**src/rtl/flpt_pkg.sv**
```systemverilog
package flpt_pkg;

    localparam int IDX_W   = 9;
    localparam int VPN_W   = 36;
    localparam int PPN_W   = 40;
    localparam int CNT_W   = 21;
    localparam int ENTRY_W = 64;
    localparam int STAT_W  = 2;
    localparam int LVL_W   = 2;

    localparam logic [IDX_W-1:0] IDX_LAST = '1;
    localparam logic [LVL_W-1:0] LVL_LEAF = 2'd3;

    localparam logic [STAT_W-1:0] ST_OK     = 2'd0;
    localparam logic [STAT_W-1:0] ST_NORES  = 2'd1;
    localparam logic [STAT_W-1:0] ST_DUP    = 2'd2;
    localparam logic [STAT_W-1:0] ST_ABSENT = 2'd3;

    localparam logic CMD_MAP    = 1'b0;
    localparam logic CMD_LOOKUP = 1'b1;

    // flag bits of a table entry
    localparam logic [11:0] PTE_FLAGS = 12'h003;  // RW | P

    // build a present entry from a physical page number
    function automatic logic [ENTRY_W-1:0] make_entry(input logic [PPN_W-1:0] ppn);
        make_entry = {12'd0, ppn, PTE_FLAGS};
    endfunction

    // 9-bit table index of one level, level 0 is the root
    function automatic logic [IDX_W-1:0] level_index(input logic [VPN_W-1:0] vpn,
                                                     input logic [LVL_W-1:0] lvl);
        logic [IDX_W-1:0] idx;
        begin
            case (lvl)
                2'd0:    idx = vpn[35:27];
                2'd1:    idx = vpn[26:18];
                2'd2:    idx = vpn[17:9];
                default: idx = vpn[8:0];
            endcase
            level_index = idx;
        end
    endfunction

endpackage

```
**src/rtl/flpt_ptr_unit.sv**
```systemverilog
// Decodes a directory entry: present bit and pool page it points to.
module flpt_ptr_unit
    import flpt_pkg::*;
#(
    parameter int PW  = 6,
    parameter int NFW = 7
) (
    input  logic [ENTRY_W-1:0] entry,
    input  logic [PPN_W-1:0]   base,
    input  logic [NFW-1:0]     next_free,
    output logic               present,
    output logic               in_pool,
    output logic [PW-1:0]      page
);

    logic [PPN_W-1:0] phys;
    logic [PPN_W-1:0] k;

    assign phys    = {4'd0, entry[47:12]};
    assign k       = phys - base;
    assign present = entry[0];
    // next_free never exceeds the pool size, so this also bounds the pool
    assign in_pool = k < {{(PPN_W-NFW){1'b0}}, next_free};
    assign page    = k[PW-1:0];

endmodule

```
**config.mk**
```make
export PLATFORM = sky130hd
export DESIGN_NAME = flpt_ptr_unit
export DESIGN_NICKNAME = d
export VERILOG_FILES = /design/src/rtl/flpt_pkg.sv /design/src/rtl/flpt_ptr_unit.sv
export SDC_FILE = /design/constraint.sdc
export NUM_CORES = 1
export LEC_CHECK = 0
export ABC_AREA = 1
export BUFFER_PORTS_ARGS = -buffer_cell sky130_fd_sc_hd__buf_2
export CORE_UTILIZATION = 50
export DETAILED_ROUTE_END_ITERATION = 7
export PLACE_DENSITY = 0.8
export SYNTH_ARGS = -nofsm -noshare
export SYNTH_HDL_FRONTEND = slang
export SYNTH_SLANG_ARGS = --single-unit
```
**constraint.sdc**
```tcl
create_clock -name vclk -period 3.2
set_input_delay 0.32 -clock vclk [all_inputs]
set_output_delay 0.32 -clock vclk [all_outputs]
set_load 0.005 [all_outputs]
```
-- After elaboration in Yosys (flattened, before gate mapping)
Cells that the tools add are included.
- flip-flop bits (word level): 0
- bits of input ports: 111
- output and inout port bits: 8
- word-level logic and storage cells: 2
- add/subtract/negate cells: 1
- $lt $le $gt $ge: 1
- operators by type and width (operator ; number):
    $lt A40 B7 Y1 ; 1
    $sub A36 B40 Y40 ; 1

-- Depth between registers and ports, before layout
- depth in word-level cells: 2
- depth in mapped cells: 20

-- Worst setup path after synthesis
No wires, ideal clock.
- kind: in2out
- from: in entry[12]
- to: out in_pool
- arrival: 2.275 ns
- data required time: 2.880 ns
- slack: 0.605 ns
- stages: 18
- path through: inv_1 -> ha_1 -> fa_1 -> inv_1 -> nand2_1 -> nand2_1 -> nand2_1 -> xnor2_1 -> ha_1 -> nand3_1 -> nand2_1 -> nand2_1 -> nand2_1 -> nor2_1 -> nand2_1 -> nor2_1 -> nand3_1 -> nor2_1
- longest elaborated chain between the ends: 2
- RTL lines (item ; RTL line ; source):
    start, declared ; flpt_ptr_unit.sv:8 ; input logic [ENTRY_W-1:0] entry,
    $sub A36 B40 Y40 ; flpt_ptr_unit.sv:20 ; assign k = phys - base;
    via page[4] ; flpt_ptr_unit.sv:13 ; output logic [PW-1:0] page
    $lt A40 B7 Y1 ; flpt_ptr_unit.sv:23 ; assign in_pool = k < {{(PPN_W-NFW){1'b0}}, next_free};
    end, declared ; flpt_ptr_unit.sv:12 ; output logic in_pool,
The timed path passes the listed nets, and every way through them passes these cells.

-- Final worst setup path
- from: in entry[12]
- to: out in_pool
- longest elaborated chain between the ends: 2
- RTL lines (item ; RTL line):
    $sub A36 B40 Y40 ; flpt_ptr_unit.sv:20
    $lt A40 B7 Y1 ; flpt_ptr_unit.sv:23
No other way between the ends.

==> impl_results.md <==
* Outcome: finished, final reports clean
* Clk_buf instances at 0
* Maxcap violations at 0
* Placed cell area at 0.003985 sq mm
* Vias in the first global route at 4102
* Reg area at 0 sq um
* Die width at 85.02 um
* Layout Nets at 980
* WL final at 10460 um
* Area Growth Syn to Fin at 16.30%
* Sequential Power Share at 0%
* Setup TNS at 0 ns
* Crit. End Element: output port
* Lkg Pwr at 2.742 nW
* Num rows at 29
* Core Region at 0.006495 sq mm
* Net Sw Frac at 62.87%
* Layout Cells excl Fill at 901
* Final Wtd Congestion at 1.011
* Net count after synthesis at 889
* Hold WC Path Type: in2out
* Final core occ at 61.70%
* Initial Util at 53.05%
* CP required at 2.88 ns
* DRC Markers at 0
* Initial antenna violation count at 0
* Average size of a mapped cell at 4.688 sq um
* Ys Warns at 0
* Fin crit period at 2.941 ns
* Endpoints failing setup at 0
* Initial drt markers at 370
* Worst IR Drop VDD at 0.0001093 V
* Post-Synthesis Cells at 735
* Clock network power share at 0%
* Buffers on Ports at 90
* HPWL after DPL at 9337 um
* GR Util All Layers at 29.18%
* RSZ-0062 raised after global routing: no
* Arr. time, crit path at 2.62 ns
* Net Sw Power at 0.4518 mW
* FFs & Latches at 0
* Unique masters post-synth at 26
* Worst setup path endpoint: in_pool
* Measured slew at the worst slew-check pin at 0.4752 ns
* Via count at 4621
* Overflow left after global routing at 0
* DIE HEIGHT at 85.02 um
* Largest net degree at the start of global routing at 8
* Hold Fails Final Rpt at 0
* Wirelength per Cell at 11.61 um
* Power Dens Cells at 179.3 mW/mm^2
* Fin crit share at 91.91%
* Vias per cell at 5.129
* DR pass1 iterations at 5
* Io pins at 119
* DIE AREA at 0.007228 sq mm
* Setup CP Type: in2out
* Antenna viol nets, final at 0
* Power Internal at 0.2668 mW
* Diode count at 0
* First-pass GRT wire length at 17540 um
* Max Freq at 340.0 MHz
* Critical Path Start Type: input pin
* Cell Area, Synth at 0.003446 sq mm
* Design area at 0.004008 sq mm
* Gate power share at 100.0%
* Final Slew Violations at 0
* Placed cells at 901
* Post CTS Setup Buffer Count at 0
* Rel. slew slack at 68.32%
* Sequential fraction of the synthesis area at 0%
* Worst Path Max Fanout at 3
* Setup crit start: entry[12]
* Share of cells above drive strength 1 at 13.59%
==> power by group through the flow <==
stage,registers [mW],logic (mW),clock network [mW]
3_3_place_gp,0,0.680,0
4_1_cts,0,0.700,0
6_report,0,0.719,0
2_1_floorplan,0,0.495,0
5_1_grt,0,0.813,0
3_5_place_dp,0,0.697,0
==> stage by stage <==
stage | total power [mW] | hold WS [ns] | worst slack, ns
floorplan | 0.4948 | 0.7208 | 0.6047
global placement | 0.6798 | 0.6400 | 0.2046
detailed placement | 0.6972 | 0.6400 | 0.1327
CTS | 0.7003 | 0.6400 | 0.1266
global route | 0.8133 | 0.6400 | 0.01299
finish | 0.7186 | 0.6400 | 0.2588
==> synthesized netlist by cell type, types with 2 or more instances <==
master	number	area [sq um]
nand3_1	43	215.2
nor2_1	71	266.5
xor2_1	4	35.03
ha_1	42	525.5
xnor2_1	4	35.03
a31oi_1	3	18.77
nand2_1	293	1100
nor3_1	4	20.02
o21ai_0	12	60.06
nand2_2	8	50.05
o21bai_1	5	37.54
nand3b_1	7	52.55
nand4_1	8	50.05
inv_1	175	656.9
and2_1	2	12.51
a21oi_1	39	195.2
nor2_2	6	37.54
==> final cells by class <==
cell class | count | area, sq um
multi-input cells | 558 | 2800
well taps | 77 | 96.34
fillers | 710 | 2487
repair buffers | 90 | 450.4
inverters | 176 | 660.6
==> per-layer routing <==
metal | GRT usage [%] | vias to the layer above | routed length, um
met3 | 1.848 | 8 | 1054
met5 | 0 | - | 0
met1 | 40.50 | 2001 | 4669
met4 | 2.465 | 0 | 63
li1 | - | 2404 | -
met2 | 51.32 | 208 | 4671
==> how the worst min path moves through the flow <==
stage | start | end | slack (ns) | cells past startpoint
global placement | entry[0] | present | 0.64 | 0
finish | entry[0] | present | 0.64 | 0
global route | entry[0] | present | 0.64 | 0
detailed placement | entry[0] | present | 0.64 | 0
CTS | entry[0] | present | 0.64 | 0
floorplan | entry[0] | present | 0.72 | 1
==> worst max-delay path, cell delays in order <==
cell,delay [ns]
buf_2,0.08
inv_1,0.03
ha_1,0.22
fa_2,0.36
inv_1,0.12
nand2_1,0.06
nand2_1,0.11
nand2_1,0.10
xnor2_2,0.15
ha_1,0.27
nand3_1,0.08
nand2_1,0.06
nand2_1,0.06
nand2_1,0.05
nor2_1,0.09
nand2_1,0.07
nor2_2,0.12
nand3_1,0.08
nor2_1,0.08
buf_2,0.11
==> cells by family after synthesis <==
| logic type | Yosys count | share of synthesized area [%] |
|---|---|---|
| AO/OA/AOI/OAI | 61 | 9.405 |
| AND/OR/NAND/NOR | 446 | 53.34 |
| XOR/XNOR | 8 | 2.033 |
| adder cells (fa/ha/maj) | 43 | 15.83 |
| buffers and inverters | 177 | 19.39 |
==> timing repair <==
item                                    4_1_cts  5_1_grt
gates resized for setup                       0        5
hold buffers                                  0        0
endpoints found under the setup margin        0        1
==> placed cells by master, fill, tap and decap left out, types with 2 or more instances in the layout <==
cell and count:
xnor2_1 3, o21ai_0 12, buf_2 90, nor3_1 4, nand2_1 292, nand4_1 8
nand2_2 9, a21oi_1 39, nand3b_1 7, a31oi_1 3, nor2_1 70, xor2_1 3
ha_1 42, nand3_1 43, o21bai_1 5, inv_1 175, nor2_2 7, and2_1 2
Note: power is estimated with default switching activity, not from simulation.
